--- src/fcf_pkg.sv ---
`timescale 1ns / 1ps
package fcf_pkg;

  localparam int SAMPLE_W  = 16;
  localparam int COEF_W    = 16;
  localparam int IDX_W     = 6;
  localparam int PROD_W    = 32;
  localparam int FRAC_BITS = 15;
  localparam int ROUND_HALF = 16384;
  localparam int SAT_MAX   = 32767;
  localparam int SAT_MIN   = -32768;

  localparam logic OP_LOAD = 1'b0;
  localparam logic OP_PUSH = 1'b1;

  typedef logic signed [SAMPLE_W-1:0] sample_t;
  typedef logic signed [COEF_W-1:0]   coef_t;
  typedef logic signed [PROD_W-1:0]   prod_t;
  typedef logic [IDX_W-1:0]           idx_t;

  typedef struct packed {
    logic    clipped;
    sample_t filtered;
  } res_t;

endpackage

--- src/fcf_tap_cell.sv ---
`timescale 1ns / 1ps
module fcf_tap_cell (
  input  logic             clk,
  input  logic             rst_n,
  input  logic             shift_en,
  input  fcf_pkg::sample_t x_in,
  input  logic             h_wr,
  input  fcf_pkg::coef_t   h_in,
  output fcf_pkg::sample_t x_out,
  output fcf_pkg::prod_t   prod
);

  fcf_pkg::sample_t x_r;
  fcf_pkg::coef_t   h_r;
  fcf_pkg::prod_t   prod_r;
  fcf_pkg::prod_t   prod_nxt;

  // product of the current tap with the sample about to land here
  assign prod_nxt = fcf_pkg::prod_t'(h_r) * fcf_pkg::prod_t'(x_in);

  always_ff @(posedge clk) begin
    if (!rst_n) begin
      x_r <= '0;
      h_r <= '0;
    end else begin
      if (shift_en) begin
        x_r <= x_in;
      end
      if (h_wr) begin
        h_r <= h_in;
      end
    end
  end

  always_ff @(posedge clk) begin
    if (shift_en) begin
      prod_r <= prod_nxt;
    end
  end

  assign x_out = x_r;
  assign prod  = prod_r;

endmodule

--- config.mk ---
export PLATFORM = sky130hd
export DESIGN_NAME = fcf_tap_cell
export DESIGN_NICKNAME = d
export VERILOG_FILES = /design/src/fcf_pkg.sv /design/src/fcf_tap_cell.sv
export SDC_FILE = /design/constraint.sdc
export NUM_CORES = 1
export LEC_CHECK = 0
export BUFFER_PORTS_ARGS = -buffer_cell sky130_fd_sc_hd__buf_2
export CELL_PAD_IN_SITES_DETAIL_PLACEMENT = 2
export CELL_PAD_IN_SITES_GLOBAL_PLACEMENT = 2
export CORE_MARGIN = 8
export CORE_UTILIZATION = 44
export DETAILED_ROUTE_END_ITERATION = 10
export MAX_ROUTING_LAYER = met4
export PLACE_DENSITY_LB_ADDON = 0.1
export SETUP_SLACK_MARGIN = 0.05
export SYNTH_ARGS = -nofsm -noshare
export SYNTH_HDL_FRONTEND = slang
export SYNTH_SLANG_ARGS = --single-unit
--- constraint.sdc ---
create_clock -name clk -period 11.7 [get_ports clk]
set_clock_uncertainty 0.2 [all_clocks]
set_input_delay 2.925 -clock clk [delete_from_list [all_inputs] [get_ports clk]]
set_output_delay 2.925 -clock clk [all_outputs]
set_load 0.01 [all_outputs]
==> impl_results.md <==
* Status: finished, final reports clean
* Synth Instances at 1222
* Top post-synthesis cells by area: fa_1 (44%), inv_1 (8.9%), ha_1 (8.5%), edfxtp_1 (8.0%), and2_1 (6.5%)
* Fin. Hold Viols at 0
* Vias in the first global route at 10818
* Multi-input gate area at 9160 um2
* Util after Layout at 48.4%
* Post-synth cell types at 49
* Critical Path Sink Type: register
* Post-synth EDFFs at 32
* Yosys warnings at 0
* R2R depth at 18
* Register Area at 1600 um2
* Port Buf Inserts at 83
* Period utilisation layout at about three quarters
* DR vias/cell at 5.32
* Syn_area_per_cell at 9.84 um2
* Most used cell, CP: fa_1
* VDD IR max at 249 uV
* First drt pass iteration count at 4
* Hold buffers post-CTS at 0
* Die ar. at 32900 um2
* Cts repair resizes at 0
* Gr ovfl total at 0
* Hold Crit Start: x_out[4]
* Starting DRT DRC Count at around 280
* Boundary Pins at 84
* Routability congestion estimate at 0.822
* Sequential-to-total area share from yosys stat at 13.3%
* Worst Setup EP: prod[31]
* Initial Util at 44.7%
* First-pass GRT wire length at 60.6 mm
* Pre-CTS WS at between 2 and 2.5 ns
* Initial antenna violation count at 1
* LEAKAGE at 6.60 nW
* Async SR Flop Fraction at 0%
* Peak Freq at around 0.11 GHz
* Hold Path Class: register to register
* Crit Reg-Reg Endpoint: prod[31]
* Worst setup path startpoint: x_in[1]
* Synth area leader: fa_1
* Post-synth top cells: inv_1 (286), fa_1 (262), nand2_1 (130)
* Commonest register cell after synthesis: edfxtp_1
* CTS H-tree lvls at 3
* Die W at 181 um
* PwrDens at 218 nW/um2
* Root Buffer: clkbuf_16
* Slowest Stage Delay on Critical Path at 0.88 ns
* Clock Latency Late Sink at around 0.35 ns
* Worst r2r src: h_r[15]
* Top-count cell post-synth: inv_1
* Hpwl dp at 31.0 mm
* Max-slew violation count at 0
* Cell Count, Final, Fillers Out at 1623
* Top cell type's share of synthesized area at 43.6%
* Post-synthesis register bit count at 64
* Synthesized net count at 1602
* Nets@finish at 1657
* Setup WS post-layout at 2.74 ns
* Worst-Margin Slew at 1.05 ns
* Synth Cell Area at 12000 um2
* CTS Buf Count at 9
* Setup TNS at 0 ns
* Slowest cell on the critical path: fa_1
* Critical path fanouts, max at 17
* Final Critical Period at 8.96 ns
* FP Rows at 60
* CORE AREA at 26900 um2
* Number of clock sinks at 64
* Diode count at 0
* Postcts setup bufs at 0
* Slew HR at 29.7%
* R2R setup slack at 4.69 ns
* WS Path Type: primary input to register
* DR WL/cell at about 24 um
* Reg clk slew, reported paths at about 0.060 ns
* WP data arrival at 8.84 ns
* RSZ-0062 raised after global routing: no
* Layout cells sized above 1 at 8.66%
* Die Y at ~180 um
* Routed Antenna Nets at 0
* Gr usage total at 25.0%
* Largest net degree at the start of global routing at 49
* Total vias in the final route at ~8600
* Crit-path cells: buf_2 -> nand2_1 -> inv_1 -> fa_1 -> fa_1 -> fa_1 -> fa_1 -> fa_1 -> inv_1 -> fa_1 -> inv_1 -> ha_1 -> a21oi_1 -> nand2_1 -> and4_1 -> a21bo_2 -> a21boi_2 -> a31oi_1 -> xnor2_1
* CTS tree: yes
* Final WL at 38.2 mm
* Residual DRC at 0
* Synth-to-Final Area Change at 8.20%
* Max Root-Sink Buffers at 2
* Final setup vio count at 0
* CP Data Required Time at 11.59 ns
* Max-cap violation count at 0
* Fill cells at 2837
* Crit path launch type: primary input
* Placed cells at 1607
how the worst min path moves through the flow:
stage / to / depth (start not counted) / slack (ns)
CTS: x_out[4] / 2 / 0.32
finish: x_out[4] / 2 / 0.31
global placement: x_out[6] / 2 / 0.29
detailed placement: x_out[4] / 2 / 0.30
floorplan: x_out[10] / 2 / 0.34
global route: x_out[13] / 2 / 0.35
final cells by class:
cell class	instances	share of cell area, %
clock inverters	4	0.356
flip-flops and latches	64	12.3
multi-input cells	827	70.4
inverters	286	8.25
well taps	341	3.28
clock buffers	12	1.82
repair buffers	89	3.54
metal layers:
layer | vias to the layer above | wire length [um] | track usage, % | part of all wire [%]
li1 | 3754 | - | - | -
met1 | 4603 | 13800 | 25.4 | 36
met3 | 87 | 1180 | 3.25 | 3.1
met4 | 0 | 2040 | 12.5 | 5.3
met2 | 186 | 21200 | 46.5 | 56
met5 | - | 0 | - | 0
cells in the final DEF, fill, tap and decap left out, types with 32 or more instances in the layout:
cell / instances
inv_1: 286
nor2b_1: 33
nand2_1: 130
ha_1: 82
dfxtp_1: 32
buf_2: 83
edfxtp_1: 32
and2_1: 125
mux2i_1: 32
fa_1: 262
kinds of logic after synthesis:
kind of cell	count (synthesis)	synth area share [%]
xor+xnor	32	2.33
flops	64	13.3
mux	32	2.66
simple gates	343	14.7
compound gates	76	4.33
fa+ha+maj	344	52.2
buf+inv	331	10.5
registers in the layout, summed over array words and instances (netlist names):
name and flops:
x_out 16, prod 32, h_r 16
worst max-delay path, delay by kind of cell:
family                   cells  cell delay [ns]
XOR/XNOR                     1             0.08
AO/OA/AOI/OAI                4             0.92
buffers and inverters        4             0.57
AND/OR/NAND/NOR              3             0.53
adder cells (fa/ha/maj)      7             3.79
power breakdown:
| part | leakage, nW | total [mW] | internal, mW | switching (mW) |
|---|---|---|---|---|
| Sequential | 0.579 | 0.406 | 0.373 | 0.0324 |
| Combinational | 5.89 | 2.15 | 0.856 | 1.30 |
| Clock | 0.134 | 0.271 | 0.164 | 0.107 |
| Total | 6.60 | 2.83 | 1.39 | 1.44 |
stage by stage:
step	hold slack (ns)	total power [mW]	instance area, um2
floorplan	0.338	1.87	12000
global placement	0.292	2.44	12700
detailed placement	0.301	2.56	12700
CTS	0.319	2.87	13000
global route	0.353	3.08	13000
finish	0.314	2.83	13000
No activity file was read; power rests on OpenSTA's default activity.
