File: config.mk
export PLATFORM = sky130hd
export DESIGN_NAME = fcf_out_queue_flat
export DESIGN_NICKNAME = d
export VERILOG_FILES = /design/src/fcf_pkg.sv /design/src/fcf_if.sv /design/src/fcf_out_queue.sv /design/src/flat_wrapper.sv
export SDC_FILE = /design/constraint.sdc
export NUM_CORES = 1
export LEC_CHECK = 0
export BUFFER_PORTS_ARGS = -buffer_cell sky130_fd_sc_hd__buf_2
export CORE_ASPECT_RATIO = 0.5
export CORE_MARGIN = 4
export CORE_UTILIZATION = 60
export CTS_BUF_LIST = sky130_fd_sc_hd__clkbuf_16
export DETAILED_ROUTE_END_ITERATION = 8
export PLACE_DENSITY = 0.8
export SLEW_MARGIN = 15
export SYNTH_ARGS = -nofsm -noshare
export SYNTH_HDL_FRONTEND = slang
export SYNTH_SLANG_ARGS = --single-unit
File: constraint.sdc
create_clock -name clk -period 3.7 [get_ports clk]
set_input_delay 1.11 -clock clk [delete_from_list [all_inputs] [get_ports clk]]
set_output_delay 1.11 -clock clk [all_outputs]
set_load 0.02 [all_outputs]
File: src/fcf_pkg.sv
`timescale 1ns / 1ps
package fcf_pkg;

  localparam int SAMPLE_W  = 16;
  localparam int COEF_W    = 16;
  localparam int IDX_W     = 6;
  localparam int PROD_W    = 32;
  localparam int FRAC_BITS = 15;
  localparam int ROUND_HALF = 16384;
  localparam int SAT_MAX   = 32767;
  localparam int SAT_MIN   = -32768;

  localparam logic OP_LOAD = 1'b0;
  localparam logic OP_PUSH = 1'b1;

  typedef logic signed [SAMPLE_W-1:0] sample_t;
  typedef logic signed [COEF_W-1:0]   coef_t;
  typedef logic signed [PROD_W-1:0]   prod_t;
  typedef logic [IDX_W-1:0]           idx_t;

  typedef struct packed {
    logic    clipped;
    sample_t filtered;
  } res_t;

endpackage

File: src/fcf_if.sv


interface fcf_out_if;
  logic             valid;
  logic             ready;
  fcf_pkg::sample_t filtered;
  logic             clipped;

  modport source (output valid, output filtered, output clipped, input ready);
  modport sink   (input valid, input filtered, input clipped, output ready);
endinterface

File: src/fcf_out_queue.sv
`timescale 1ns / 1ps
module fcf_out_queue #(
  parameter int ACC_W  = 38,
  parameter int QDEPTH = 10
) (
  input  logic                    clk,
  input  logic                    rst_n,
  input  logic signed [ACC_W-1:0] sum,
  input  logic                    sum_vld,
  input  logic                    push_acc,
  output logic                    credit_ok,
  fcf_out_if.source               out_ch
);

  localparam int PTR_W = $clog2(QDEPTH);
  localparam int CNT_W = $clog2(QDEPTH + 1);
  localparam int YW    = ACC_W + 1 - fcf_pkg::FRAC_BITS;
  localparam logic signed [YW-1:0] Y_MAX = YW'(fcf_pkg::SAT_MAX);
  localparam logic signed [YW-1:0] Y_MIN = YW'(fcf_pkg::SAT_MIN);

  fcf_pkg::res_t           mem [QDEPTH];
  logic [PTR_W-1:0]        wr_ptr_r, wr_ptr_nxt;
  logic [PTR_W-1:0]        rd_ptr_r, rd_ptr_nxt;
  logic [CNT_W-1:0]        fill_r, fill_nxt;
  logic [CNT_W-1:0]        credit_r, credit_nxt;
  logic signed [ACC_W:0]   rnd;
  logic signed [YW-1:0]    y;
  fcf_pkg::res_t           res;
  logic                    rd;

  // round half up, then clamp to the sample range
  assign rnd = {sum[ACC_W-1], sum} + (ACC_W + 1)'(fcf_pkg::ROUND_HALF);
  assign y   = rnd[ACC_W:fcf_pkg::FRAC_BITS];

  always_comb begin
    if (y > Y_MAX) begin
      res.filtered = fcf_pkg::sample_t'(fcf_pkg::SAT_MAX);
      res.clipped  = 1'b1;
    end else if (y < Y_MIN) begin
      res.filtered = fcf_pkg::sample_t'(fcf_pkg::SAT_MIN);
      res.clipped  = 1'b1;
    end else begin
      res.filtered = y[fcf_pkg::SAMPLE_W-1:0];
      res.clipped  = 1'b0;
    end
  end

  assign rd = out_ch.valid && out_ch.ready;

  assign wr_ptr_nxt = (wr_ptr_r == PTR_W'(QDEPTH - 1)) ? '0 : wr_ptr_r + 1'b1;
  assign rd_ptr_nxt = (rd_ptr_r == PTR_W'(QDEPTH - 1)) ? '0 : rd_ptr_r + 1'b1;
  assign fill_nxt   = fill_r + CNT_W'(sum_vld) - CNT_W'(rd);
  assign credit_nxt = credit_r + CNT_W'(push_acc) - CNT_W'(rd);

  always_ff @(posedge clk) begin
    if (!rst_n) begin
      wr_ptr_r <= '0;
      rd_ptr_r <= '0;
      fill_r   <= '0;
      credit_r <= '0;
    end else begin
      if (sum_vld) begin
        wr_ptr_r <= wr_ptr_nxt;
      end
      if (rd) begin
        rd_ptr_r <= rd_ptr_nxt;
      end
      fill_r   <= fill_nxt;
      credit_r <= credit_nxt;
    end
  end

  always_ff @(posedge clk) begin
    if (sum_vld) begin
      mem[wr_ptr_r] <= res;
    end
  end

  assign credit_ok       = credit_r < CNT_W'(QDEPTH);
  assign out_ch.valid    = rst_n && (fill_r != '0);
  assign out_ch.filtered = mem[rd_ptr_r].filtered;
  assign out_ch.clipped  = mem[rd_ptr_r].clipped;

endmodule

File: src/flat_wrapper.sv
// flat-port wrapper written by rule: the top's interface ports become plain ports
module fcf_out_queue_flat 
#(
  parameter int ACC_W  = 38,
  parameter int QDEPTH = 10
)
  (clk, rst_n, sum, sum_vld, push_acc, credit_ok, out_ch_valid, out_ch_filtered, out_ch_clipped, out_ch_ready);
  fcf_out_if out_ch_i ();
  input  logic clk;
  input  logic rst_n;
  input  logic signed [ACC_W-1:0] sum;
  input  logic sum_vld;
  input  logic push_acc;
  output logic credit_ok;
  output wire logic [$bits(out_ch_i.valid)-1:0] out_ch_valid;
  output wire logic [$bits(out_ch_i.filtered)-1:0] out_ch_filtered;
  output wire logic [$bits(out_ch_i.clipped)-1:0] out_ch_clipped;
  input wire logic [$bits(out_ch_i.ready)-1:0] out_ch_ready;
  assign out_ch_valid = out_ch_i.valid;
  assign out_ch_filtered = out_ch_i.filtered;
  assign out_ch_clipped = out_ch_i.clipped;
  assign out_ch_i.ready = out_ch_ready;
  fcf_out_queue #(.ACC_W(ACC_W), .QDEPTH(QDEPTH)) u_core (.clk(clk), .rst_n(rst_n), .sum(sum), .sum_vld(sum_vld), .push_acc(push_acc), .credit_ok(credit_ok), .out_ch(out_ch_i));
endmodule
==> metrics.yaml, run 1 <==
critical_path:
  worstSetupStartpointType: "input pin"
  reg2regPathDepth: 11
  crit_fanout: 10
  max_stage_delay_ns: 0.84
  worstSetupEndpointType: "flip-flop"
  cp.arrival_ns: 3.59
  cp_slowest_cell: "o21ai_0"
  r2r_slack_ns: 1.38
  rr_endpoint: "u_core.fill_r[2]$_SDFF_PN0_"
  critPathRequiredTime_ns: 3.77
  crit_buf_inv: 1
  timing.critical_path.cells: "buf_2 > nand4_1 > or4_1 > mux2i_1 > nor4_1 > nor2_1 > o21ai_0"
  cp_top_family: "simple AND/OR/NAND/NOR gates"
  reg2reg_from: "u_core.fill_r[2]$_SDFF_PN0_"
  critical_path_class: "in -> reg"
detailed_routing:
  drc: 0
  dr.first_iter.drc_count: 478
  vias_per_cell: 6.17
  routed_wl_um: 16700
  firstDrtPassIters: 5
  ant_nets: 0
  wl_per_cell_um: 21.8
  vias: 4736
floorplan:
  io_pins: 62
  core_um2: 13000
  die_x_um: 173
  start_util_pct: 63.0
  rows: 29
  die_y_um: 90.7
  dieArea_um2: 15700
clock_network:
  holdBufCountCts: 0
  cts_buffers: 17
  clock_latency_ns: 0.42
  cts_tree: "done"
  cts_buffer_depth: 2
  clk_pin_slew_ns: 0.07
  cts-root-buf: "clkbuf_16"
  h-tree-depth: 4
  cts.sinks: 190
place:
  postPlaceCellArea_um2: 8800
  pre_cts_slack_ns: -0.213
  gp_congestion: 0.884
  dpl.cell_count: 728
  port_buffers: 47
  dp_hpwl_um: 10200
min_path:
  holdPathStages: 2
  min_to: "u_core.wr_ptr_r[0]$_SDFFE_PN0P_"
  hp-start: "u_core.wr_ptr_r[0]$_SDFFE_PN0P_"
  min_path_type: "reg -> reg"
power:
  swShare_pct: 26.4
  power_density_nw_per_um2: 552
  power_mw: 5.23
  power_frac_clock_pct: 35.4
  ir_drop_v: 0.000497
  power_frac_seq_pct: 47.2
  leakage_nw: 3.16
  p_sw_mw: 1.38
  pwr-share-comb_pct: 17.4
  intPower_mw: 3.85
finish:
  final_area_um2: 9480
  final-instance-count-excl-fill: 768
  drive_gt1_share_pct: 29.8
  antenna_cells: 0
  syn_to_final_growth_pct: 15.5
  fillerInstances: 797
  fin_util_pct: 72.8
  final_nets: 642
timing:
  drv_slew: 0
  hold_violations: 0
  slew_headroom_pct: 30.0
  rsz0062_at_grt: "false"
  skew_ns: 0.00913
  min_period_ns: 3.52
  setup_violations: 0
  tightest_slew_ns: 1.04
  worst_slack_ns: 0.177
  fmax_ghz: 0.284
  timing.setup.tns_ns: 0
  final_min_period_over_clock_period_pct: 95.2
  holdWs_ns: 0.525
grt:
  track_usage_pct: 22.0
  antenna_found_initial: 0
  grt_pass1_vias: 4831
  overflow: 0
  grt_pass1_wl_um: 26300
  grt_start_max_net_pins: 35
synth:
  syn_area_per_cell_um2: 16.1
  synth_edf_count: 170
  ys_seq_area_share_pct: 67.1
  synth_seq_cells: 190
  synth_area_um2: 8210
  ys.warnings.count: 0
  syn_inst: 510
  synth_ff_type: "edfxtp_1"
  async_flop_share_pct: 0
  syn-num-nets: 567
  yosysUniqueCellTypes: 51
status:
  status: "complete, no violations"
flow_run:
  maxCapViolations: 0
cell usage after synthesis (all sizes together) (2+ instances only):
master  instances  area, um2
a211oi         18        135
a21boi          2       15.0
a21o            2       15.0
a21oi          25        125
and2           12       75.1
and3            3       18.8
buf             8       41.3
clkbuf         19       82.6
dfxtp          20        400
edfxtp        170       5100
fa              2       40.0
ha             12        150
inv            17       63.8
mux2i          18        180
mux4           34        766
nand2          12       45.0
nand2b          3       18.8
nand3          14       70.1
nand4           7       50.1
nor2           10       37.5
nor2b          25        156
nor3            9       45.0
nor4            7       43.8
o21ai          18        124
o31a            3       27.5
xnor2          13        114
xor2           11       96.3
logic make-up (layout without fill, tap and decap cells):
group / count (synthesis) / in the layout / share of synthesized area [%]
xor gates and xnor gates: 24 / 24 / 2.56
AOI/OAI and AO/OA: 77 / 77 / 6.69
and+or+nand+nor: 108 / 108 / 7.39
DFF: 190 / 190 / 67.1
buffers and inverters: 45 / 133 / 2.42
muxes: 52 / 52 / 11.5
adders and majority gates: 14 / 14 / 2.32
layout make-up:
cell class	count	area [um2]	area share (%)
clock buffer	17	425	4.49
timing repair buffer	84	526	5.54
sequential	190	5510	58.1
multi-input combinational	275	2550	26.9
tap	170	213	2.24
inverter	17	63.8	0.673
clock inverter	15	189	1.99
cells in the final DEF (no fill, tap or decap), types with 4 or more instances in the layout:
| cell type | count |
|---|---|
| xor2_1 | 11 |
| xnor2_1 | 13 |
| nor3_2 | 6 |
| inv_1 | 17 |
| mux4_2 | 34 |
| edfxtp_1 | 170 |
| nand3_1 | 14 |
| nand2_1 | 12 |
| nor2_1 | 10 |
| ha_1 | 12 |
| nor4_1 | 4 |
| a211oi_1 | 18 |
| buf_4 | 36 |
| clkbuf_16 | 17 |
| buf_2 | 47 |
| o21ai_2 | 9 |
| nor2b_1 | 25 |
| nand4_1 | 6 |
| a21oi_1 | 25 |
| and2_1 | 12 |
| o21ai_0 | 7 |
| dfxtp_1 | 18 |
| inv_6 | 4 |
| mux2i_1 | 18 |
worst register-to-register path, delay by kind of cell, from the launching register on:
kind / cells / cell delay, ns
adder cells (fa/ha/maj): 4 / 1.00
AND/OR/NAND/NOR: 1 / 0.15
AO/OA/AOI/OAI: 1 / 0.41
XOR/XNOR: 1 / 0.14
flip-flops: 1 / 0.30
buffers and inverters: 4 / 0.24
flip-flops by register name (all words and copies together), names as in the netlist, named ones only:
signal and count:
u_core.fill_r 4, u_core.wr_ptr_r 4, u_core.rd_ptr_r 4, u_core.mem 170, u_core.credit_r 4
power groups by stage:
stage	Clock [mW]	Combinational (mW)	Sequential (mW)
floorplan	0	0.665	2.50
global placement	0	0.834	2.53
detailed placement	0	0.862	2.54
CTS	1.88	0.871	2.49
global route	1.98	1.02	2.48
finish	1.85	0.910	2.47
layer usage:
layer  up-vias  part of all wire [%]  track usage (%)
li1       2134                     -                -
met1      2410                    41             28.5
met2       162                    51             37.2
met3        30                   5.9             4.31
met4         0                   2.4             8.23
met5         -                     0                0
how the worst max path moves through the flow:
stage / slack (ns) / to / depth (start not counted) / from
after global routing: 0.04 / u_core.mem[0][4]$_DFFE_PP_ / 7 / sum[21]
after floorplan: 0.37 / u_core.mem[0][0]$_DFFE_PP_ / 2 / sum_vld
after detailed placement: -0.21 / u_core.mem[3][4]$_DFFE_PP_ / 7 / sum[21]
after CTS: 0.04 / out_ch_filtered[8] / 6 / flip-flop
final: 0.18 / u_core.mem[5][4]$_DFFE_PP_ / 7 / sum[21]
after global placement: 0.01 / u_core.mem[0][4]$_DFFE_PP_ / 7 / sum[24]
what timing repair did:
item / in CTS / in global routing
buffers inserted: 0 / 8
resized for setup: 0 / 1
setup endpoints to repair: 0 / 4
(Power assumes the default switching activity.)
==> inputs of run 2 (changes only) <==
Settings changed: RECOVER_POWER set to 100.
==> metrics.yaml, run 2 (synthesis results as in run 1) <==
finish:
  syn_to_final_growth_pct: 13.9  # was 15.5%
  top_register: "u_core.mem"  # unchanged
  antenna_cells: 0  # unchanged
  final_cell_mix: "edfxtp_1, mux4_2, buf_2"  # was edfxtp_1, buf_2, buf_4
  mostFrequentLayoutCell: "edfxtp_1"  # unchanged
  final_nets: 642  # unchanged
  final_area_um2: 9350  # was 9480 um2
  drive_gt1_share_pct: 23.2  # was 29.8%
  largest_reg_flops: 170  # unchanged
floorplan:
  dieArea_um2: 15700  # unchanged
  start_util_pct: 63.0  # unchanged
  core_um2: 13000  # unchanged
  io_pins: 62  # unchanged
  die_x_um: 173  # unchanged
  rows: 29  # unchanged
  die_y_um: 90.7  # unchanged
status:
  violations: "capacitance limit, slew limit"
  status: "finished, violations left"  # was complete, no violations
timing:
  drv_slew: 18  # was 0
  rsz0062_at_grt: "false"  # unchanged
  timing.setup.tns_ns: 0  # unchanged
  tightest_slew_ns: 1.53  # was 1.04 ns
  final_min_period_over_clock_period_pct: 94.5  # was 95.2%
  hold_violations: 0  # unchanged
  skew_ns: 0.00781  # was 0.00913 ns
  fmax_ghz: 0.286  # was 0.284 GHz
  slew_headroom_pct: -1.67  # was 30.0%
  min_period_ns: 3.50  # was 3.52 ns
  setup_violations: 0  # unchanged
power:
  leakage_nw: 3.04  # was 3.16 nW
  ir_drop_v: 0.000495  # was 0.000497 V
  power_density_nw_per_um2: 557  # was 552 nW/um2
clock_network:
  cts_buffer_depth: 2  # unchanged
  h-tree-depth: 4  # unchanged
  cts-root-buf: "clkbuf_16"  # unchanged
  clock_latency_ns: 0.42  # about the same
  clk_pin_slew_ns: 0.07  # about the same
  cts_tree: "done"  # unchanged
  holdBufCountCts: 0  # unchanged
  cts.sinks: 190  # unchanged
  cts_buffers: 17  # unchanged
place:
  dp_hpwl_um: 10200  # unchanged
  postPlaceCellArea_um2: 8800  # unchanged
  gp_congestion: 0.884  # unchanged
  port_buffers: 47  # unchanged
detailed_routing:
  dr.first_iter.drc_count: 462  # was 478
  ant_nets: 0  # unchanged
  routed_wl_um: 16700  # about the same
  vias_per_cell: 6.24  # was 6.17
  firstDrtPassIters: 5  # unchanged
  vias: 4795  # was 4736
  wl_per_cell_um: 21.8  # about the same
  drc: 0  # unchanged
critical_path:
  critical_path_class: "in -> reg"  # unchanged
  worstSetupEndpointType: "flip-flop"  # unchanged
  critPathRequiredTime_ns: 3.77  # about the same
  worstSetupStartpointType: "input pin"  # unchanged
  crit_fanout: 10  # unchanged
  cp.arrival_ns: 3.57  # was 3.59 ns
min_path:
  min_path_type: "reg -> reg"  # unchanged
grt:
  antenna_found_initial: 0  # unchanged
  overflow: 0  # unchanged
  grt_pass1_vias: 4831  # unchanged
  track_usage_pct: 22.0  # unchanged
  grt_start_max_net_pins: 35  # unchanged
  grt_pass1_wl_um: 26300  # unchanged
flow_run:
  maxCapViolations: 1  # was 0
==> run 2: cell types whose count changed in the layout (fill, tap and decap cells not counted), sizes merged <==
cell	delta
clkbuf	+33
buf	-33
==> run 2: path summary, 6_finish.rpt <==
check | startpoint | to | depth (start not counted) | slack (ns)
worst min register to register | u_core.wr_ptr_r[0]$_SDFFE_PN0P_ | u_core.wr_ptr_r[0]$_SDFFE_PN0P_ | 2 | 0.53
worst min-delay path | u_core.wr_ptr_r[0]$_SDFFE_PN0P_ | u_core.wr_ptr_r[0]$_SDFFE_PN0P_ | 2 | 0.53
worst max-delay path | sum[21] | u_core.mem[5][4]$_DFFE_PP_ | 7 | 0.20
worst max register to register | u_core.wr_ptr_r[1]$_SDFFE_PN0P_ | u_core.mem[6][15]$_DFFE_PP_ | 3 | 1.10
==> run 2: layout make-up <==
class                           count  area [um2]
Clock buffer                       17         425
Inverter                           17        63.8
Sequential cell                   190        5510
Clock inverter                     15         189
Multi-Input combinational cell    275        2510
Timing Repair Buffer               84         440
Tap cell                          170         213
Fill cell                         833        3680
==> run 2: worst max-delay path, cell delays in order <==
cell and delay [ns]:
buf_2 0.14, nand4_1 0.15, or4_1 0.68, mux2i_1 0.17
nor4_1 0.39, nor2_1 0.11, o21ai_0 0.82
==> run 2: per-layer routing <==
layer	part of all wire, %	GRT usage [%]
met3	6.1	4.31
met4	2.3	8.23
met1	40	28.5
met2	51	37.2
met5	0	0
==> run 2: stage by stage <==
step	total power, mW	setup slack, ns	utilization, %	hold WS (ns)	std cells
2_1_floorplan	3.16	0.370	-	0.484	510
3_3_place_gp	3.37	0.0109	67.6	0.503	728
3_5_place_dp	3.40	-0.213	67.6	0.514	728
4_1_cts	5.25	0.0355	72.3	0.527	760
5_1_grt	5.46	0.0322	71.8	0.569	768
6_report	5.21	0.204	71.8	0.526	768
==> run 2: report_power, final <==
group / switching (mW) / internal, mW
clock network: 0.873 / 0.980
logic: 0.457 / 0.432
registers: 0.0492 / 2.42
total: 1.38 / 3.83
==> run 2: timing repair <==
item,4_1_cts,5_1_grt
setup endpoints to repair,0,4
setup buffers,0,8
resized for setup,0,1
hold endpoints to repair,0,0
==> inputs of run 3 (changes only) <==
Settings changed: BUFFER_PORTS_ARGS -buffer_cell sky130_fd_sc_hd__buf_2 to -buffer_cell sky130_fd_sc_hd__clkbuf_2.
==> metrics.yaml, run 3 (synthesis results as in run 1) <==
finish:
  fin_util_pct: 70.4  # was 71.8%
  final_nets: 631  # was 642
  final_area_um2: 9170  # was 9350 um2
  final-instance-count-excl-fill: 757  # was 768
  top_register: "u_core.mem"  # unchanged
  drive_gt1_share_pct: 19.8  # was 23.2%
  mostFrequentLayoutCell: "edfxtp_1"  # unchanged
  antenna_cells: 0  # unchanged
  final_cell_mix: "edfxtp_1, clkbuf_2, mux4_2"  # was edfxtp_1, mux4_2, buf_2
  syn_to_final_growth_pct: 11.7  # was 13.9%
  largest_reg_flops: 170  # unchanged
detailed_routing:
  vias_per_cell: 6.08  # was 6.24
  routed_wl_um: 15700  # was 16700 um
  vias: 4602  # was 4795
  dr.first_iter.drc_count: 361  # was 462
  wl_per_cell_um: 20.7  # was 21.8 um
  drc: 0  # unchanged
  firstDrtPassIters: 5  # unchanged
  ant_nets: 0  # unchanged
timing:
  final_min_period_over_clock_period_pct: 95.0  # was 94.5%
  slew_headroom_pct: 5.74  # was -1.67%
  tightest_slew_ns: 1.41  # was 1.53 ns
  holdWs_ns: 0.529  # was 0.526 ns
  setup_violations: 0  # unchanged
  skew_ns: 0.0100  # was 0.00781 ns
  drv_slew: 0  # was 18
  fmax_ghz: 0.284  # was 0.286 GHz
  rsz0062_at_grt: "false"  # unchanged
  min_period_ns: 3.52  # was 3.50 ns
  hold_violations: 0  # unchanged
floorplan:
  start_util_pct: 63.0  # unchanged
  dieArea_um2: 15700  # unchanged
  rows: 29  # unchanged
  die_x_um: 173  # unchanged
  core_um2: 13000  # unchanged
  io_pins: 62  # unchanged
  die_y_um: 90.7  # unchanged
grt:
  overflow: 0  # unchanged
  grt_pass1_wl_um: 25100  # was 26300 um
  antenna_found_initial: 0  # unchanged
  grt_pass1_vias: 4634  # was 4831
  grt_start_max_net_pins: 35  # unchanged
  track_usage_pct: 20.9  # was 22.0%
place:
  dp_hpwl_um: 9880  # was 10200 um
  port_buffers: 47  # unchanged
  dpl.cell_count: 725  # was 728
  gp_congestion: 0.916  # was 0.884
  postPlaceCellArea_um2: 8800  # about the same
clock_network:
  h-tree-depth: 4  # unchanged
  cts_tree: "done"  # unchanged
  cts_setup_buffers: 0  # unchanged
  cts_resized: 0  # unchanged
  cts-root-buf: "clkbuf_16"  # unchanged
  cts_buffers: 17  # unchanged
  clk_pin_slew_ns: 0.07  # about the same
  cts_buffer_depth: 2  # unchanged
  holdBufCountCts: 0  # unchanged
  cts.sinks: 190  # unchanged
  clock_latency_ns: 0.42  # about the same
critical_path:
  worstSetupStartpointType: "flip-flop"  # was input pin
  critical_path_class: "reg -> out"  # was in -> reg
  crit_fanout: 31  # was 10
  reg2regPathDepth: 3  # unchanged
  worstSetupEndpointType: "output pin"  # was flip-flop
  cp.arrival_ns: 2.41  # was 3.57 ns
  critPathRequiredTime_ns: 2.59  # was 3.77 ns
power:
  power_frac_clock_pct: 34.0  # was 35.5%
  intPower_mw: 3.71  # was 3.83 mW
  p_sw_mw: 1.30  # was 1.38 mW
  pwr-share-comb_pct: 16.6  # was 17.0%
  leakage_nw: 2.93  # was 3.04 nW
  ir_drop_v: 0.000451  # was 0.000495 V
  power_mw: 5.01  # was 5.21 mW
  power_frac_seq_pct: 49.4  # was 47.4%
  power_density_nw_per_um2: 546  # was 557 nW/um2
  swShare_pct: 26.0  # was 26.5%
status:
  status: "complete, no violations"  # was finished, violations left
min_path:
  holdPathStages: 2  # unchanged
  min_path_type: "reg -> reg"  # unchanged
flow_run:
  maxCapViolations: 0  # was 1
[run 3: cell types whose count changed in the layout (fill, tap and decap cells not counted), sizes merged]
| cell | change |
|---|---|
| buf | -42 |
| clkinvlp | +2 |
| bufinv | -1 |
| clkbuf | +31 |
| inv | -1 |
[run 3: per-stage QoR]
step	setup TNS (ns)	setup WS (ns)
CTS	0	0.123
global route	0	0.00395
floorplan	0	0.370
detailed placement	-0.148	-0.0149
finish	0	0.184
global placement	0	0.0733
[run 3: final timing paths]
kind              slack, ns                            start                         endpoint
setup / recovery       0.18                        flip-flop              out_ch_filtered[12]
hold / removal         0.53  u_core.wr_ptr_r[0]$_SDFFE_PN0P_  u_core.wr_ptr_r[0]$_SDFFE_PN0P_
setup reg to reg       1.24  u_core.wr_ptr_r[1]$_SDFFE_PN0P_      u_core.mem[7][15]$_DFFE_PP_
hold reg to reg        0.53  u_core.wr_ptr_r[0]$_SDFFE_PN0P_  u_core.wr_ptr_r[0]$_SDFFE_PN0P_
[run 3: power groups by stage]
stage / Sequential [mW] / Clock [mW] / Combinational [mW]
6_report: 2.48 / 1.70 / 0.831
5_1_grt: 2.48 / 1.84 / 0.944
2_1_floorplan: 2.50 / 0 / 0.665
4_1_cts: 2.48 / 1.73 / 0.873
3_5_place_dp: 2.52 / 0 / 0.870
3_3_place_gp: 2.52 / 0 / 0.844
[run 3: area by class of cell]
type	instances	area (um2)
clock buffer	17	425
clock inverter	15	130
fill	859	3860
inverter	17	63.8
multi-input combinational	275	2440
sequential	190	5510
tap	170	213
timing repair buffer	73	387
[run 3: worst max-delay path: stages, from the launching register on]
cell,delay [ns]
dfxtp_4,0.45
buf_12,0.28
mux4_2,0.53
nor2b_1,0.14
a211oi_1,0.26
a21oi_1,0.11
clkbuf_2,0.20
[run 3: routing by layer]
layer / vias up / track usage [%] / part of all wire, %
met3: 18 / 4.81 / 5.5
met5: - / 0 / 0
met2: 127 / 34.9 / 51
li1: 2131 / - / -
met1: 2326 / 27.9 / 42
met4: 0 / 6.30 / 1.2
